$ cat src/prs128_pkg.sv
// Shared types, constants and round functions of the PRESENT-128 encryption core.
package prs128_pkg;

    localparam int BLOCK_W     = 64;
    localparam int KEY_W       = 128;
    localparam int ROUND_W     = 5;
    localparam int ROUND_COUNT = 31;
    localparam int ADDR_W      = 4;

    // Register indexes, decoded from paddr[3]
    localparam logic REG_KEY_HIGH = 1'b0;
    localparam logic REG_KEY_LOW  = 1'b1;

    // Data handed from one round cell to the next
    typedef struct packed {
        logic [BLOCK_W-1:0] state;
        logic [KEY_W-1:0]   key;
        logic [ROUND_W-1:0] rnd;
    } prs128_stage_t;

    // 4-bit PRESENT S-box
    function automatic logic [3:0] sbox(input logic [3:0] x);
        logic [3:0] y;
        case (x)
            4'h0:    y = 4'hC;
            4'h1:    y = 4'h5;
            4'h2:    y = 4'h6;
            4'h3:    y = 4'hB;
            4'h4:    y = 4'h9;
            4'h5:    y = 4'h0;
            4'h6:    y = 4'hA;
            4'h7:    y = 4'hD;
            4'h8:    y = 4'h3;
            4'h9:    y = 4'hE;
            4'hA:    y = 4'hF;
            4'hB:    y = 4'h8;
            4'hC:    y = 4'h4;
            4'hD:    y = 4'h7;
            4'hE:    y = 4'h1;
            default: y = 4'h2;
        endcase
        return y;
    endfunction

    // Substitute every nibble of the block
    function automatic logic [BLOCK_W-1:0] sub_layer(input logic [BLOCK_W-1:0] x);
        logic [BLOCK_W-1:0] y;
        for (int n = 0; n < BLOCK_W / 4; n++) begin
            y[4*n +: 4] = sbox(x[4*n +: 4]);
        end
        return y;
    endfunction

    // Bit i goes to 16*i mod 63, which is a 6-bit rotate left by four; bit 63 maps to itself
    function automatic logic [BLOCK_W-1:0] perm_layer(input logic [BLOCK_W-1:0] x);
        logic [BLOCK_W-1:0] y;
        logic [5:0]         src;
        logic [5:0]         dst;
        for (int i = 0; i < BLOCK_W; i++) begin
            src    = 6'(i);
            dst    = {src[1:0], src[5:2]};
            y[dst] = x[i];
        end
        return y;
    endfunction

    // One step of the key schedule: rotate left by 61, S-box the top nibble pair,
    // add the round counter into bits 66..62
    function automatic logic [KEY_W-1:0] key_update(input logic [KEY_W-1:0] k,
                                                    input logic [ROUND_W-1:0] r);
        logic [KEY_W-1:0] n;
        n             = {k[66:0], k[127:67]};
        n[127:124]    = sbox(n[127:124]);
        n[123:120]    = sbox(n[123:120]);
        n[66:62]      = n[66:62] ^ r;
        return n;
    endfunction

endpackage

$ cat src/prs128_round_cell.sv
// One PRESENT round cell: S-box, permutation, key schedule step and round key addition.
module prs128_round_cell
(
    input  logic                      clk,
    input  logic                      rst_n,
    input  logic                      up_valid,
    output logic                      up_ready,
    input  prs128_pkg::prs128_stage_t up_data,
    output logic                      dn_valid,
    input  logic                      dn_ready,
    output prs128_pkg::prs128_stage_t dn_data
);

    logic                      valid_reg;
    logic                      valid_next;
    prs128_pkg::prs128_stage_t data_reg;
    prs128_pkg::prs128_stage_t data_next;
    logic                      load;
    logic [prs128_pkg::KEY_W-1:0] key_new;

    // Take a transfer when empty or when the held item leaves this cycle
    assign up_ready = !valid_reg || dn_ready;
    assign load     = up_valid && up_ready;

    // Compute the round
    always_comb
    begin
        key_new         = prs128_pkg::key_update(up_data.key, up_data.rnd);
        data_next.key   = key_new;
        data_next.rnd   = up_data.rnd + prs128_pkg::ROUND_W'(1);
        data_next.state = prs128_pkg::perm_layer(prs128_pkg::sub_layer(up_data.state))
                          ^ key_new[prs128_pkg::KEY_W-1 -: prs128_pkg::BLOCK_W];
        valid_next      = valid_reg;
        if (up_ready)
        begin
            valid_next = up_valid;
        end
    end

    // Hold the valid flag
    always_ff @(posedge clk or negedge rst_n)
    begin
        if (!rst_n)
        begin
            valid_reg <= 1'b0;
        end
        else
        begin
            valid_reg <= valid_next;
        end
    end

    // Capture the round result
    always_ff @(posedge clk)
    begin
        if (load)
        begin
            data_reg <= data_next;
        end
    end

    assign dn_valid = valid_reg;
    assign dn_data  = data_reg;

endmodule

$ cat config.mk
export PLATFORM = sky130hd
export DESIGN_NAME = prs128_round_cell
export DESIGN_NICKNAME = d
export VERILOG_FILES = /design/src/prs128_pkg.sv /design/src/prs128_round_cell.sv
export SDC_FILE = /design/constraint.sdc
export NUM_CORES = 1
export LEC_CHECK = 0
export BUFFER_PORTS_ARGS = -buffer_cell sky130_fd_sc_hd__buf_2
export CAP_MARGIN = 10
export CORE_AREA = 2 2 161 163
export CTS_CLUSTER_DIAMETER = 150
export DETAILED_ROUTE_END_ITERATION = 16
export DIE_AREA = 0 0 163 165
export PLACE_DENSITY_LB_ADDON = 0.08
export SLEW_MARGIN = 20
export SYNTH_ARGS = -nofsm -noshare
export SYNTH_HDL_FRONTEND = slang
export SYNTH_SLANG_ARGS = --single-unit
$ cat constraint.sdc
create_clock -name clk -period 8.9 [get_ports clk]
set_input_delay 1.78 -clock clk [delete_from_list [all_inputs] [get_ports clk]]
set_output_delay 1.78 -clock clk [all_outputs]
set_load 0.01 [all_outputs]
### Word-level counts from Yosys, hierarchy flattened

Memories as Yosys holds them, arrays and structs flattened.
Index checks and enable logic that the tools add are counted.

* add/sub/neg operators: 1
* bitwise logic cells: 2
* reduce and logical (&&, ||, !) cells: 3

Operator list (number)
* 64-bit XOR: 1
* 5-bit by 1-bit adder with 5-bit output (second input constant): 1
* 5-bit XOR: 1
* 1-bit logical AND: 1
* 1-bit logical NOT: 1
* 1-bit logical OR: 1

* bits in registers: 198
* bits in read-only memories: 1152
* input bits: 201
* output and inout bits: 199
* memories kept: 18

Memories
* (name not given): words 16, bits a word 4, read ports 1, clocked after memory_dff 0, write ports 0, line prs128_pkg.sv:24 `case (x)`
* (name not given): words 16, bits a word 4, read ports 1, clocked after memory_dff 0, write ports 0, line prs128_pkg.sv:24
* (name not given): words 16, bits a word 4, read ports 1, clocked after memory_dff 0, write ports 0, line prs128_pkg.sv:24
* (name not given): words 16, bits a word 4, read ports 1, clocked after memory_dff 0, write ports 0, line prs128_pkg.sv:24
* (name not given): words 16, bits a word 4, read ports 1, clocked after memory_dff 0, write ports 0, line prs128_pkg.sv:24
* (name not given): words 16, bits a word 4, read ports 1, clocked after memory_dff 0, write ports 0, line prs128_pkg.sv:24
* +12 memories

### Longest topological paths before layout

* depth in word-level cells: 3
* gate-level depth with buffers: 6
* mapped depth without buffers: 6

### Worst setup path after synthesis

Ideal clock, no wire load.

* path type: input port to flip-flop
* from: in dn_ready
* to: reg data_reg, in the netlist dn_data[0], enable pin
* arrival time: 6.492 ns
* required time: 8.318 ns
* path slack: 1.826 ns
* stages on the path: 2
* buffers on the path: 0
* cell sequence: nand2b_1 and2_1

* longest elaborated chain between the ends: 2

Ends and longest elaborated chain
* start: declaration: line prs128_round_cell.sv:10 `input logic dn_ready,`
* 1-bit logical OR: line prs128_round_cell.sv:22 `assign up_ready = !valid_reg || dn_ready;`
* 1-bit logical AND: line prs128_round_cell.sv:23 `assign load = up_valid && up_ready;`
* named net load: line prs128_round_cell.sv:18 `logic load;`
* end signal: assignment: line prs128_round_cell.sv:58 `data_reg <= data_next;`
* end: declaration: line prs128_round_cell.sv:16 `prs128_pkg::prs128_stage_t data_reg;`

The timed path passes the listed nets, and every way through them passes these cells.
A chain may end at the register's enable or synchronous reset.

### Worst setup path in the final report

* from: in dn_ready
* to: out up_ready

* longest elaborated chain between the ends: 1

Ends and longest elaborated chain
* 1-bit logical OR: line prs128_round_cell.sv:22
* end: declaration: line prs128_round_cell.sv:7 `output logic up_ready,`

Every way passes these cells.

==> results.md <==
- Top post-synthesis cells by area: edfxtp_1 (59%), ha_1 (13%), mux4_2 (7.0%)
- Postcts setup bufs: 0
- I/O Buffers: 399
- CP required: 7.12 ns
- Placed Cells: about 1400
- ANT nets after route: 0
- Die Height: 165 um
- VDD IR-drop max: 0.000120 V
- Post-CTS sizing: 0
- CTS tree: built
- Max Freq: 0.250 GHz
- Final Power: 0.00230 W
- DR WL/cell: approximately 16 um
- Number of global-route vias before repair: 6050
- R2r setup slk: ~6.2 ns
- Std-Cell Rows: 58
- Leakage: 5.63 nW
- Reg-to-Reg End: dn_data[135]$_DFFE_PP_
- Count leader, synth: edfxtp_1
- Clock Latency Late Sink: 0.43 ns
- CTS Hold Buffers Added: 0
- Htree depth: 4
- Kind of critical path: input port to primary output
- Hold crit path type: flip-flop to flip-flop
- Post-synth top area cell: edfxtp_1
- Yosys top cell area share: 59.3%
- Status: finished clean
- DRT Wirelength: 22.5 mm
- Synth Flop Type: edfxtp_1
- HPWL Detailed: 17.6 mm
- Synth cell count leaders: edfxtp_1 (197), ha_1 (106), inv_1 (55)
- Number of max-cap violations: 0
- Non-Filler Instances: 1398
- Vias: 6402
- Max clock buf depth: 2
- First-pass GRT wire length: 32.5 mm
- Worst-Margin Slew: about 1 ns
- Syn nets: ~960
- GRT Total Usage: 15.9%
- Post-synth EDFFs: 197
- Crit path max fanout: 3
- Setup_tns: 0 ns
- Io pins: 400
- Final hold slack: 0.650 ns
- Share of cells above drive strength 1: 43.8%
- Pins Over Slew Limit: 0
- Asr flop ratio synth: 0.505%
- Hold Path Origin: dn_valid$_DFFE_PN0P_
- Die Wd: roughly 160 um
- Worst Skew: 0.00750 ns
- Initial Util: 39.9%
- DR pass1 iterations: 4
- Syn. warnings: 0
- Gr ovfl total: 0
- Cell area after layout: 12900 sq um
- Drt via density: 4.58
- Worst setup EP type: primary output
- Final Hold Fails: 0
- Distinct cells, synth: 23
- Initial antenna violation count: 4
- Fillers: between 2000 and 2500
- DRC: 0
- Post-DP Area: 12300 sq um
- Synth Cell Area: between 9000 and 10000 sq um
- Core Area: about 25000 sq um
- Clk sinks: 198
- Final period utilization: 45.0%
- Post-synthesis sequential area ratio: between 50% and 60%
- Root Driver: clkbuf_16
- Unrepaired setup endpoints after global routing: no
- Post-Syn Area per Cell: between 15 and 20 sq um
- Crit path time final: 4.00 ns
- Post-Synthesis Cells: about 650
- Worst Hold End: dn_valid$_DFFE_PN0P_
- CP Launch Type: input port
- Worst Hold Depth: 2
- Flops & latches, synth: 198
- Setup-failing EPs final: 0
- Largest net degree at the start of global routing: 82
- Layout net count: 1359
- Die ar.: 26900 sq um
- R2R depth: 3
- Area added between synthesis and finish: 29.4%
- PD cells: 178 nW/um^2
- Worst r2r src: dn_valid$_DFFE_PN0P_
- Clk pin slew, worst setup/hold paths: 0.08 ns
- GPL Wtd Cong: 0.772
- First DRT Iteration DRCs: 417
- Num CTS Buffers: 17
- Arrival @ worst endpoint: between 2 and 2.5 ns
- Max-Slew Margin vs Limit: 32.5%
registers in the layout, summed over array words and instances (netlist names):
| signal | flops |
|---|---|
| dn_data | 197 |
| dn_valid | 1 |
critical path, stage by stage:
cell and delay (ns):
buf_2 0.09, nand2b_1 0.18, buf_2 0.17
power breakdown:
| group | switching, W | internal (W) | total, W |
|---|---|---|---|
| clock network | 0.000398 | 0.000411 | 0.000809 |
| registers | 0.0000145 | 0.00111 | 0.00113 |
| logic | 0.000198 | 0.000162 | 0.000360 |
| total | 0.000610 | 0.00169 | 0.00230 |
through the flow:
| step | utilization [%] | worst slack [ns] |
|---|---|---|
| after detailed placement | 49.0 | 4.71 |
| after global routing | 51.6 | 4.88 |
| final | 51.6 | 4.90 |
| after floorplan | - | 1.83 |
| after global placement | 49.0 | 4.71 |
| after CTS | 51.5 | 4.90 |
how the worst max path moves through the flow:
stage,startpoint,to,slack [ns],cells after the start
2_1_floorplan,dn_ready,dn_data[0]$_DFFE_PP_,1.83,2
3_3_place_gp,dn_ready,dn_data[21]$_DFFE_PP_,4.71,4
5_1_grt,dn_ready,up_ready,4.88,3
4_1_cts,dn_ready,up_ready,4.90,3
3_5_place_dp,dn_ready,dn_data[21]$_DFFE_PP_,4.71,4
6_report,dn_ready,up_ready,4.90,3
layout make-up:
type,instances,area (sq um),share of cell area [%]
well taps,330,413,3.20
diodes,3,7.51,0.0581
clock inverters,15,201,1.56
multi-input cells,379,3710,28.7
clock buffers,17,425,3.29
flip-flops and latches,198,5940,46.0
inverters,55,206,1.60
repair buffers,401,2010,15.6
layer usage:
layer	GRT usage (%)	wire (um)	vias up
met5	0	13	-
met4	4.47	264	2
met3	5.20	1800	20
met2	27.0	11100	223
met1	19.4	9310	2999
li1	-	-	3158
cells by family (layout without fill, tap and decap cells):
group / after synthesis / in the layout / share of synthesized area, %
compound gates: 86 / 86 / 5.11
xor+xnor: 88 / 88 / 7.72
fa+ha+maj: 106 / 106 / 13.3
buf+inv: 71 / 488 / 3.37
flops: 198 / 198 / 59.5
mux: 48 / 48 / 8.86
other cells: 0 / 3 / 0
simple gates: 51 / 51 / 2.12
layout by cell type, fill, tap and decap left out:
master     synthesis  layout
buf_2              8     399
edfxtp_1         197     197
ha_1             106     106
inv_1             55      55
xnor2_1           50      50
xor2_1            38      38
nor2_1            38      38
o21ai_0           36      36
mux4_2            31      31
a211oi_1          22      22
a21oi_1           20      20
clkbuf_16          0      17
mux2i_1           16      16
clkinv_8           0       5
nand2_1            4       4
o21a_1             4       4
nand2b_1           4       4
inv_6              0       4
diode_2            0       3
inv_8              0       3
a21o_2             2       2
nor2b_1            2       2
o311ai_0           2       2
nand3_1            2       2
buf_4              0       2
mux4_1             1       1
and2_4             0       1
bufinv_16          0       1
inv_12             0       1
clkinv_2           0       1
dfrtp_1            1       1
No activity file was read; power rests on OpenSTA's default activity.
