## src/prs128_pkg.sv

```systemverilog
// Shared types, constants and round functions of the PRESENT-128 encryption core.
package prs128_pkg;

    localparam int BLOCK_W     = 64;
    localparam int KEY_W       = 128;
    localparam int ROUND_W     = 5;
    localparam int ROUND_COUNT = 31;
    localparam int ADDR_W      = 4;

    // Register indexes, decoded from paddr[3]
    localparam logic REG_KEY_HIGH = 1'b0;
    localparam logic REG_KEY_LOW  = 1'b1;

    // Data handed from one round cell to the next
    typedef struct packed {
        logic [BLOCK_W-1:0] state;
        logic [KEY_W-1:0]   key;
        logic [ROUND_W-1:0] rnd;
    } prs128_stage_t;

    // 4-bit PRESENT S-box
    function automatic logic [3:0] sbox(input logic [3:0] x);
        logic [3:0] y;
        case (x)
            4'h0:    y = 4'hC;
            4'h1:    y = 4'h5;
            4'h2:    y = 4'h6;
            4'h3:    y = 4'hB;
            4'h4:    y = 4'h9;
            4'h5:    y = 4'h0;
            4'h6:    y = 4'hA;
            4'h7:    y = 4'hD;
            4'h8:    y = 4'h3;
            4'h9:    y = 4'hE;
            4'hA:    y = 4'hF;
            4'hB:    y = 4'h8;
            4'hC:    y = 4'h4;
            4'hD:    y = 4'h7;
            4'hE:    y = 4'h1;
            default: y = 4'h2;
        endcase
        return y;
    endfunction

    // Substitute every nibble of the block
    function automatic logic [BLOCK_W-1:0] sub_layer(input logic [BLOCK_W-1:0] x);
        logic [BLOCK_W-1:0] y;
        for (int n = 0; n < BLOCK_W / 4; n++) begin
            y[4*n +: 4] = sbox(x[4*n +: 4]);
        end
        return y;
    endfunction

    // Bit i goes to 16*i mod 63, which is a 6-bit rotate left by four; bit 63 maps to itself
    function automatic logic [BLOCK_W-1:0] perm_layer(input logic [BLOCK_W-1:0] x);
        logic [BLOCK_W-1:0] y;
        logic [5:0]         src;
        logic [5:0]         dst;
        for (int i = 0; i < BLOCK_W; i++) begin
            src    = 6'(i);
            dst    = {src[1:0], src[5:2]};
            y[dst] = x[i];
        end
        return y;
    endfunction

    // One step of the key schedule: rotate left by 61, S-box the top nibble pair,
    // add the round counter into bits 66..62
    function automatic logic [KEY_W-1:0] key_update(input logic [KEY_W-1:0] k,
                                                    input logic [ROUND_W-1:0] r);
        logic [KEY_W-1:0] n;
        n             = {k[66:0], k[127:67]};
        n[127:124]    = sbox(n[127:124]);
        n[123:120]    = sbox(n[123:120]);
        n[66:62]      = n[66:62] ^ r;
        return n;
    endfunction

endpackage

```

## src/prs128_key_regs.sv

```systemverilog
// APB-style key register file holding the 128-bit cipher key.
module prs128_key_regs
(
    input  logic                             clk,
    input  logic                             rst_n,
    input  logic                             psel,
    input  logic                             penable,
    input  logic                             pwrite,
    input  logic [prs128_pkg::ADDR_W-1:0]    paddr,
    input  logic [63:0]                      pwdata,
    output logic [63:0]                      prdata,
    output logic                             pready,
    output logic [prs128_pkg::KEY_W-1:0]     key
);

    logic [63:0] key_high_reg;
    logic [63:0] key_high_next;
    logic [63:0] key_low_reg;
    logic [63:0] key_low_next;
    logic        wr_en;

    assign pready = 1'b1;
    assign wr_en  = psel && penable && pwrite;

    // Decode the write
    always_comb
    begin
        key_high_next = key_high_reg;
        key_low_next  = key_low_reg;
        if (wr_en)
        begin
            unique case (paddr[3])
                prs128_pkg::REG_KEY_HIGH: key_high_next = pwdata;
                prs128_pkg::REG_KEY_LOW:  key_low_next  = pwdata;
                default:                  key_high_next = key_high_reg;
            endcase
        end
    end

    // Decode the read
    always_comb
    begin
        unique case (paddr[3])
            prs128_pkg::REG_KEY_HIGH: prdata = key_high_reg;
            prs128_pkg::REG_KEY_LOW:  prdata = key_low_reg;
            default:                  prdata = '0;
        endcase
    end

    always_ff @(posedge clk or negedge rst_n)
    begin
        if (!rst_n)
        begin
            key_high_reg <= '0;
            key_low_reg  <= '0;
        end
        else
        begin
            key_high_reg <= key_high_next;
            key_low_reg  <= key_low_next;
        end
    end

    assign key = {key_high_reg, key_low_reg};

endmodule

```

## config.mk

```make
export PLATFORM = sky130hd
export DESIGN_NAME = prs128_key_regs
export DESIGN_NICKNAME = d
export VERILOG_FILES = /design/src/prs128_pkg.sv /design/src/prs128_key_regs.sv
export SDC_FILE = /design/constraint.sdc
export NUM_CORES = 1
export LEC_CHECK = 0
export BUFFER_PORTS_ARGS = -buffer_cell sky130_fd_sc_hd__buf_2
export CAP_MARGIN = 20
export CORE_ASPECT_RATIO = 1.4
export CORE_UTILIZATION = 47
export DETAILED_ROUTE_END_ITERATION = 7
export HOLD_SLACK_MARGIN = 0.06
export PLACE_DENSITY = 0.8
export SLEW_MARGIN = 20
export SYNTH_ARGS = -nofsm -noshare
export SYNTH_HDL_FRONTEND = slang
export SYNTH_SLANG_ARGS = --single-unit
```

## constraint.sdc

```tcl
create_clock -name clk -period 1.1 [get_ports clk]
set_clock_uncertainty 0.05 [all_clocks]
set_input_delay 0.055 -clock clk [delete_from_list [all_inputs] [get_ports clk]]
set_output_delay 0.055 -clock clk [all_outputs]
set_load 0.02 [all_outputs]
```

; ---- Word level (Yosys, flattened, before mapping)
; Cells that the tools add are included.
[word_totals]
word_cells = 8
inputBits = 73
out_inout_bits = 193
reg_bits = 128
[classes]
n_reduce_logical = 4
bitwise_logic = 1
muxes = 1
[op_table]
columns = op, n
row1 = $pmux W64 S2, 1
row2 = $reduce_and A2 Y1, 2
row3 = $logic_and A1 B1 Y1, 2
row4 = $not A1 Y1, 1

; ---- Longest topological paths before layout
; Gate-level depths: netlist (run 1).
[depth]
depth_word = 3
mapped_depth = 4
depth_no_buf = 2

; ---- Worst setup path before layout (run 1)
; OpenSTA, ideal clock, no wires.
[synth_path]
kind = input to register
from = input paddr[3] (netlist name)
to = register key_high_reg[0]
t_required_ps = 925
stages = 4
arrival_time_ps = 822
n_path_buf = 2
slack_ps = 103
setup_time_ps = 125
path_cell_list = nand4b_1 buf_4 buf_6 mux2_4
[synth_between]
elab_chain_len = 2
[synth_rtl]
columns = element, line
row1 = "start, declared", prs128_key_regs.sv:9  ; input logic [prs128_pkg::ADDR_W-1:0] paddr,
row2 = $not A1 Y1 (no source line), n/a
row3 = $reduce_and A2 Y1 (no source line), n/a
row4 = "end signal, assigned", prs128_key_regs.sv:59  ; key_high_reg <= key_high_next;
row5 = "end, declared", prs128_key_regs.sv:16  ; logic [63:0] key_high_reg;
; No other way between the ends.
; A chain may end at the register's enable or synchronous reset.

; ---- Worst setup path in the final report (run 1)
[layout_path]
from = register key_low_reg[62]
to = output prdata[62]
[layout_between]
elab_chain_len = 1
[layout_rtl]
columns = element, line
row1 = "start, declared", prs128_key_regs.sv:18  ; logic [63:0] key_low_reg;
row2 = "start signal, assigned", prs128_key_regs.sv:60  ; key_low_reg <= key_low_next;
row3 = $pmux W64 S2, prs128_key_regs.sv:43  ; unique case (paddr[3])
row4 = "end, declared", prs128_key_regs.sv:11  ; output logic [63:0] prdata,
; No other way between the ends.

==> impl_metrics.json, run 1 <==
{
  "finalSetupViolations": 185,
  "critical_path_class": "register to output port",
  "timing.rr.start": "key_low_reg[1]",
  "status": "complete, but fails checks",
  "cts_buffers": 17,
  "swShare_pct": 34.50,
  "track_usage_pct": 37.93,
  "grt_pass1_wl_um": 34770,
  "htree_levels": 4,
  "pwr-share-comb_pct": 46.7,
  "met2_length_um": 15170,
  "route.top_layer_used": "met4",
  "drt_wl_total_um": 28310,
  "mostFrequentLayoutCells": "buf_6, dfrtp_1, mux2_4",
  "reg2reg_depth": 3,
  "rows": 47,
  "end_kind": "output port",
  "ys_seq_area_share_pct": 55.35,
  "worstPathMaxFanout": 3,
  "cp-start-kind": "register",
  "port_buffers": 261,
  "clock-sinks": 128,
  "period_share_pct": 130.3,
  "final-seq-area_sq_um": 3204,
  "coreArea_sq_um": 11940,
  "finalMaxSlewViolations": 0,
  "maxCapViolCount": 0,
  "routabilityCongestion": 0.7535,
  "r2r_end": "key_low_reg[1]",
  "syn_area_sq_um": 5787,
  "fill_cells": 275,
  "rsz0062_at_grt": "yes",
  "syn_nets": 417,
  "dpl_cell_area_sq_um": 7435,
  "initial_core_util_pct": 48.48,
  "syn2layout_area_growth_pct": 96.63,
  "synth_cells": 344,
  "avgSynthCellArea_sq_um": 16.82,
  "route.met3.wl_um": 1796,
  "rrSetupSlack_ns": -0.03,
  "drt-pass1-iter-count": 5,
  "n_antenna_cell": 0,
  "antenna_left": 0,
  "cts_tree": "done",
  "grt_max_degree": 53,
  "fmax_mhz": 697.6,
  "cp_slowest_cell": "dfrtp_1",
  "drc": 0,
  "hold_viol_final": 0,
  "vias": 5561,
  "dieArea_sq_um": 12770,
  "internal_power_mw": 16.65,
  "ios": 266,
  "placedCellCount": 755,
  "hpwl_um": 10410,
  "layout_commonest_cell": "buf_6",
  "yosys.area.top_type": "dfrtp_1",
  "nets": 885,
  "p_leak_nw": 5.788,
  "path_cells": "mux2_4 -> buf_6",
  "p_per_area_nw_per_um2": 2234,
  "seqPwrFrac_pct": 27.2,
  "dieHeight_um": 133.3,
  "setup_ws_ns": -0.3335,
  "antenna_found_initial": 0,
  "ys_seq_elements": 128,
  "synthTopCellsByArea": "dfrtp_1, mux2_2, mux2_4, buf_6, buf_4",
  "final_area_sq_um": 11380,
  "wl_per_cell_um": 29.12,
  "hold_class": "input port to async pin",
  "die_x_um": 95.78,
  "drt-met1-wl_um": 9077,
  "setup_tns_ns": -27.17,
  "yosysTopAreaCellShare_pct": 55.35,
  "multi_input_area_sq_um": 2620,
  "arrival_ns": 1.33,
  "power_switching_mw": 8.768,
  "clockRootBuffer": "clkbuf_16",
  "worstSkewPairLatency_ns": 0.43,
  "layoutNonFillerInstCount": 972,
  "cpPeakStageDelay_ns": 0.44,
  "ys_types": 10,
  "yosysWarnings": 0,
  "violations": "setup timing",
  "min_period_ns": 1.433,
  "path_clk_slew_ns": 0.07,
  "dr.first_iter.drc_count": 344,
  "p_total_mw": 25.42,
  "grt_pass1_vias": 5942,
  "drive_gt1_share_pct": 75.88,
  "vdd_drop_max_v": 0.001786,
  "drt-vias-per-instance": 5.721,
  "power.share.clock_pct": 26.1,
  "grt-ovfl-total": 0,
  "crit_required_ns": 1.00,
  "clockBufferDepth": 2
}
-- how the worst max path moves through the flow --
| stage | start | endpoint | slack, ns | cells after the start |
|---|---|---|---|---|
| final | key_low_reg[62] | prdata[62] | -0.33 | 2 |
| after CTS | key_high_reg[46] | prdata[46] | -0.27 | 2 |
| after global routing | key_high_reg[36] | prdata[36] | -0.36 | 2 |
| after global placement | paddr[3] | key_high_reg[29] | -0.14 | 5 |
| after floorplan | paddr[3] | key_high_reg[0] | 0.10 | 4 |
| after detailed placement | paddr[3] | key_high_reg[29] | -0.15 | 5 |
-- logic make-up (layout without fill, tap and decap cells) --
family | Yosys count | in the layout | share of synthesized area (%)
multiplexers | 192 | 192 | 41.25
buffers and inverters | 21 | 502 | 2.811
other | 1 | 1 | 0.06480
AND/OR/NAND/NOR | 2 | 2 | 0.5189
flip-flops | 128 | 128 | 55.35
-- through the flow --
| step | hold WS (ns) | util (%) | worst slack [ns] |
|---|---|---|---|
| final | 0.08228 | 95.32 | -0.3335 |
| after global routing | 0.08480 | 95.32 | -0.3560 |
| after CTS | 0.03246 | 90.37 | -0.2699 |
| after detailed placement | -0.06889 | 62.28 | -0.1468 |
| after global placement | -0.07217 | 62.28 | -0.1378 |
| after floorplan | -0.2906 | - | 0.1031 |
-- layer usage --
metal,global-route usage (%),vias to the layer above
met1,37.26,2778
li1,-,2180
met3,8.505,168
met2,67.70,435
met4,27.45,0
met5,0,-
-- final cells by class --
cell class	count	area share, %
clock buffers	20	4.102
repair buffers	470	41.28
multi-input cells	195	23.03
clock inverters	12	1.814
flip-flops and latches	128	28.16
well taps	147	1.616
-- synthesized netlist by cell type --
master and number:
dfrtp_1 128, mux2_2 127, mux2_4 60, buf_4 8
buf_2 7, buf_6 6, mux2_1 5, conb_1 1
nand4_4 1, nand4b_1 1
-- power by group through the flow --
stage               combinational, mW  clock, mW  sequential (mW)
finish                           11.9       6.63             6.92
global route                     12.2       6.83             6.95
CTS                              10.1       6.40             6.53
detailed placement               6.18          0             6.67
global placement                 6.05          0             6.60
floorplan                        2.69          0             7.79
-- repair_timing --
item                                    CTS  global route
gates resized for setup                 394           178
hold endpoints to repair                256             0
endpoints found under the setup margin  101           189
buffers inserted                         99            82
hold buffers                             65             0
-- critical path: cells and delay by family, from the launching register on --
kind                   cells  cell delay [ns]
flip-flops                 1             0.44
multiplexers               1             0.32
buffers and inverters      1             0.14
No activity file was read; power rests on OpenSTA's default activity.
==> inputs of run 2 (changes only) <==
PLACE_DENSITY = 0.84   (was 0.8)
==> impl_metrics.json, run 2 (same netlist as run 1, synthesis figures left out) <==
{
  "status": "complete, but fails checks",
  "violations": "setup timing",
  "end_kind": "output port",
  "clockBufferDepth": 2,
  "htree_levels": 4,
  "internal_power_mw": 16.03,
  "dieArea_sq_um": 12770,
  "cp-start-kind": "register",
  "vias": 5521,
  "swShare_pct": 34.76,
  "drc": 0,
  "power_switching_mw": 8.544,
  "cpPeakStageDelay_ns": 0.48,
  "hpwl_um": 9801,
  "worstSkewPairLatency_ns": 0.41,
  "antenna_found_initial": 6,
  "timing.rr.start": "key_high_reg[40]",
  "coreArea_sq_um": 11940,
  "die_x_um": 95.78,
  "track_usage_pct": 37.34,
  "syn2layout_area_growth_pct": 95.42,
  "r2r_end": "key_high_reg[40]",
  "vdd_drop_max_v": 0.001502,
  "maxCapViolCount": 0,
  "route.top_layer_used": "met5",
  "grt_pass1_vias": 5897,
  "routabilityCongestion": 0.7521,
  "nets": 883,
  "tightest_slew_ns": 0.5558,
  "crit_required_ns": 1.00,
  "port_buffers": 261,
  "drt-vias-per-instance": 5.663,
  "dr.first_iter.drc_count": 276,
  "p_total_mw": 24.58,
  "hold_viol_final": 0,
  "cp_slowest_cell": "dfrtp_1",
  "wl_per_cell_um": 28.14,
  "clockRootBuffer": "clkbuf_16",
  "mostFrequentLayoutCells": "buf_6, dfrtp_1, mux2_4",
  "pwr-share-comb_pct": 48.9,
  "grt_pass1_wl_um": 34340,
  "antenna_left": 0,
  "grt_max_degree": 65,
  "final_area_sq_um": 11310,
  "clock-sinks": 128,
  "power.share.clock_pct": 23.2,
  "met2_length_um": 14380,
  "finalMaxSlewViolations": 0,
  "dpl_cell_area_sq_um": 7322,
  "initial_core_util_pct": 48.48,
  "fill_cells": 291,
  "route.met3.wl_um": 2206,
  "crit_path_end": "prdata[11]",
  "drt-pass1-iter-count": 4,
  "setup_tns_ns": -24.49,
  "seqPwrFrac_pct": 27.9,
  "critical_path_class": "register to output port",
  "arrival_ns": 1.34,
  "min_period_ns": 1.441,
  "layout_commonest_cell": "buf_6",
  "pre_cts_slack_ns": -0.2721,
  "rsz0062_at_grt": "yes",
  "cts_tree": "done",
  "reg2reg_depth": 3,
  "rows": 47,
  "relSlewSlack_pct": 62.95,
  "hold_class": "input port to async pin",
  "drt_wl_total_um": 27440,
  "finalSetupViolations": 178,
  "hold_slack_ns": 0.08852,
  "fmax_mhz": 694.0,
  "worstPathMaxFanout": 2,
  "grt-ovfl-total": 0,
  "startpoint": "key_low_reg[11]",
  "ios": 266,
  "dieHeight_um": 133.3,
  "period_share_pct": 131.0,
  "drt-met1-wl_um": 8447,
  "rrSetupSlack_ns": -0.04,
  "p_per_area_nw_per_um2": 2173,
  "cts_buffers": 17,
  "path_clk_slew_ns": 0.06,
  "drive_gt1_share_pct": 75.46,
  "setup_ws_ns": -0.3410,
  "p_leak_nw": 5.761,
  "path_cells": "mux2_4 -> buf_6"
}
[run 2: cell count changes in the layout (fill, tap and decap cells not counted), moves of 4 or more]
| cell | delta |
|---|---|
| diode_2 | +5 |
| buf_6 | +7 |
| buf_4 | -7 |
| mux2_2 | -9 |
| clkinv_4 | -4 |
| mux2_4 | +9 |
[run 2: repair_timing]
action / in CTS / in global routing
buffers inserted: 97 / 74
resized for setup: 390 / 181
hold buffers: 65 / 0
endpoints found under the hold margin: 256 / 0
endpoints found under the setup margin: 68 / 187
[run 2: stage by stage]
stage          std cells  utilization [%]
2_1_floorplan        344                -
3_3_place_gp         745            61.34
3_5_place_dp         745            61.34
4_1_cts              939            88.28
5_1_grt              975            94.73
6_report             975            94.73
[run 2: final cells by class]
type	instances	area, sq um	share of cell area [%]
diodes	5	12.51	0.1106
flip-flops and latches	128	3204	28.34
clock inverters	10	111.4	0.9847
well taps	147	183.9	1.626
repair buffers	468	4678	41.37
multi-input cells	195	2654	23.47
clock buffers	22	464.2	4.105
[run 2: how the worst min path moves through the flow]
stage          startpoint                to  depth (start not counted)  slack [ns]
6_report            rst_n  key_high_reg[14]                          2        0.09
5_1_grt             rst_n   key_low_reg[63]                          2        0.11
4_1_cts             rst_n  key_high_reg[63]                          2        0.04
3_5_place_dp        rst_n  key_high_reg[63]                          1       -0.08
3_3_place_gp        rst_n  key_high_reg[16]                          1       -0.09
2_1_floorplan       rst_n   key_high_reg[0]                          0       -0.29
[run 2: critical path: cells and delay by family, from the launching register on]
family   cells  cell delay (ns)
mux          1             0.31
flops        1             0.48
buf+inv      1             0.14
[run 2: power by group through the flow]
stage | registers, mW | clock network, mW | logic [mW]
after floorplan | 7.79 | 0 | 2.69
after global placement | 6.59 | 0 | 6.02
after detailed placement | 6.67 | 0 | 6.15
after CTS | 6.49 | 5.50 | 10.1
after global routing | 6.91 | 5.94 | 12.4
final | 6.86 | 5.70 | 12.0
[run 2: metal layers]
| layer | up-vias | GRT usage (%) |
|---|---|---|
| li1 | 2180 | - |
| met1 | 2737 | 37.17 |
| met2 | 420 | 63.77 |
| met3 | 182 | 12.50 |
| met4 | 2 | 26.04 |
| met5 | - | 0 |
==> inputs of run 3 (changes only) <==
GPL_TIMING_DRIVEN = 0   (was unset)
==> impl_metrics.json, run 3 (same netlist as run 1, synthesis figures left out) <==
{
  "status": "complete, but fails checks",
  "violations": "setup timing",
  "fill_cells": 257,
  "power.share.clock_pct": 26.0,
  "p_per_area_nw_per_um2": 2307,
  "antenna_left": 0,
  "worstSkewPairLatency_ns": 0.41,
  "period_share_pct": 138.2,
  "routabilityCongestion": 0.7689,
  "rows": 47,
  "seqPwrFrac_pct": 26.5,
  "layout_commonest_cell": "buf_6",
  "drt_wl_total_um": 33210,
  "swShare_pct": 36.14,
  "dr.first_iter.drc_count": 488,
  "internal_power_mw": 16.83,
  "hold_viol_final": 0,
  "vdd_drop_max_v": 0.001704,
  "htree_levels": 4,
  "fmax_mhz": 657.9,
  "hpwl_um": 10480,
  "dieHeight_um": 133.3,
  "multi_input_area_sq_um": 2628,
  "crit_required_ns": 1.00,
  "path_cells": "mux2_4 -> buf_6",
  "vias": 6062,
  "final-seq-area_sq_um": 3203,
  "grt_pass1_wl_um": 34650,
  "syn2layout_area_growth_pct": 97.43,
  "worstPathMaxFanout": 2,
  "cp-start-kind": "register",
  "p_total_mw": 26.36,
  "cts_tree": "done",
  "clockRootBuffer": "clkbuf_16",
  "port_buffers": 261,
  "path_clk_slew_ns": 0.07,
  "grt_pass1_vias": 5950,
  "mostFrequentLayoutCells": "buf_6, dfrtp_1, mux2_4",
  "grt-ovfl-total": 0,
  "clock-sinks": 128,
  "end_kind": "output port",
  "drt-vias-per-instance": 6.154,
  "coreArea_sq_um": 11940,
  "power_switching_mw": 9.528,
  "setup_ws_ns": -0.4200,
  "grt_max_degree": 71,
  "cp_slowest_cell": "dfrtp_1",
  "crit_family": "flip-flops",
  "dieArea_sq_um": 12770,
  "initial_core_util_pct": 48.48,
  "grt_util_met3_pct": 9.989,
  "relSlewSlack_pct": 64.54,
  "tightest_slew_ns": 0.5319,
  "critPathBufInv": 1,
  "rsz0062_at_grt": "yes",
  "arrival_ns": 1.41,
  "grt_busiest_layer": "met2",
  "drt-pass1-iter-count": 7,
  "ios": 266,
  "antenna_found_initial": 3,
  "die_x_um": 95.78,
  "nets": 894,
  "finalSetupViolations": 197,
  "track_usage_pct": 37.30,
  "hold_class": "input port to async pin",
  "drc": 0,
  "p_leak_nw": 5.808,
  "met1_usage_pct": 36.75,
  "maxCapViolCount": 0,
  "clockBufferDepth": 2,
  "wl_per_cell_um": 33.72,
  "finalMaxSlewViolations": 0,
  "grt_use_met2_pct": 67.34,
  "drive_gt1_share_pct": 76.02,
  "pwr-share-comb_pct": 47.5,
  "critical_path_class": "register to output port",
  "utilization_pct": 95.70,
  "min_period_ns": 1.520,
  "cpPeakStageDelay_ns": 0.50,
  "cts_buffers": 17
}
run 3: cell types whose count changed in the layout (fill, tap and decap cells not counted), moves of 5 or more:
| cell | delta |
|---|---|
| buf_6 | +17 |
| buf_12 | -8 |
| mux2_2 | +7 |
| mux2_4 | -7 |
| buf_2 | +6 |
| buf_4 | -5 |
run 3: repair_timing:
item | in CTS | in global routing
buffers inserted | 96 | 87
hold endpoints to repair | 204 | 0
pin swaps | 0 | 0
resized for setup | 383 | 192
hold buffers | 65 | 0
endpoints found under the setup margin | 78 | 239
run 3: worst register-to-register path, stage by stage (launching register included):
cell     delay, ns
dfrtp_1       0.41
buf_6         0.14
buf_4         0.14
mux2_2        0.30
run 3: per-stage QoR:
step                      setup TNS (ns)  cells  worst slack [ns]  hold slack, ns  instance area [sq um]
after detailed placement          -32.48    753           -0.2782        0.006096                   7311
after global placement           -236.55    752            -1.619          0.2328                   7277
after global routing              -32.36    985           -0.4631          0.1339                  11420
final                             -30.62    985           -0.4200          0.1168                  11420
after CTS                         -19.98    946           -0.2434         0.08302                  10590
after floorplan                        0    344            0.1031         -0.2906                   5787
run 3: power groups by stage:
stage	registers (mW)	clock network, mW	logic (mW)
after floorplan	7.79	0	2.69
after global placement	6.57	0	6.01
after detailed placement	6.66	0	6.16
after CTS	6.48	6.37	10.0
after global routing	7.03	6.97	12.8
final	7.00	6.85	12.5
run 3: layer usage:
metal  share of wire, %  vias to the layer above
met3                9.4                      254
met4                 10                        0
met2                 50                      593
met1                 31                     3015
li1                   -                     2200
met5                  0                        -
run 3: final cells by class:
type                            count  area share [%]
Timing Repair Buffer              458           39.81
Sequential cell                   128           28.04
Multi-Input combinational cell    195           23.00
Clock buffer                       20           4.085
Clock inverter                     12           1.796
Tap cell                          147           1.610
Buffer                             21           1.577
Antenna cell                        4         0.08761
run 3: final timing paths:
kind	startpoint	to	slack, ns	cells past startpoint
hold reg to reg	key_low_reg[41]	key_low_reg[41]	0.54	1
min in group clk	paddr[3]	key_low_reg[2]	0.14	3
max in group asynchronous	rst_n	key_high_reg[22]	0.12	3
hold / removal	rst_n	key_high_reg[16]	0.12	2
setup / recovery	key_high_reg[18]	prdata[18]	-0.42	2
setup reg to reg	key_low_reg[63]	key_low_reg[63]	-0.07	3
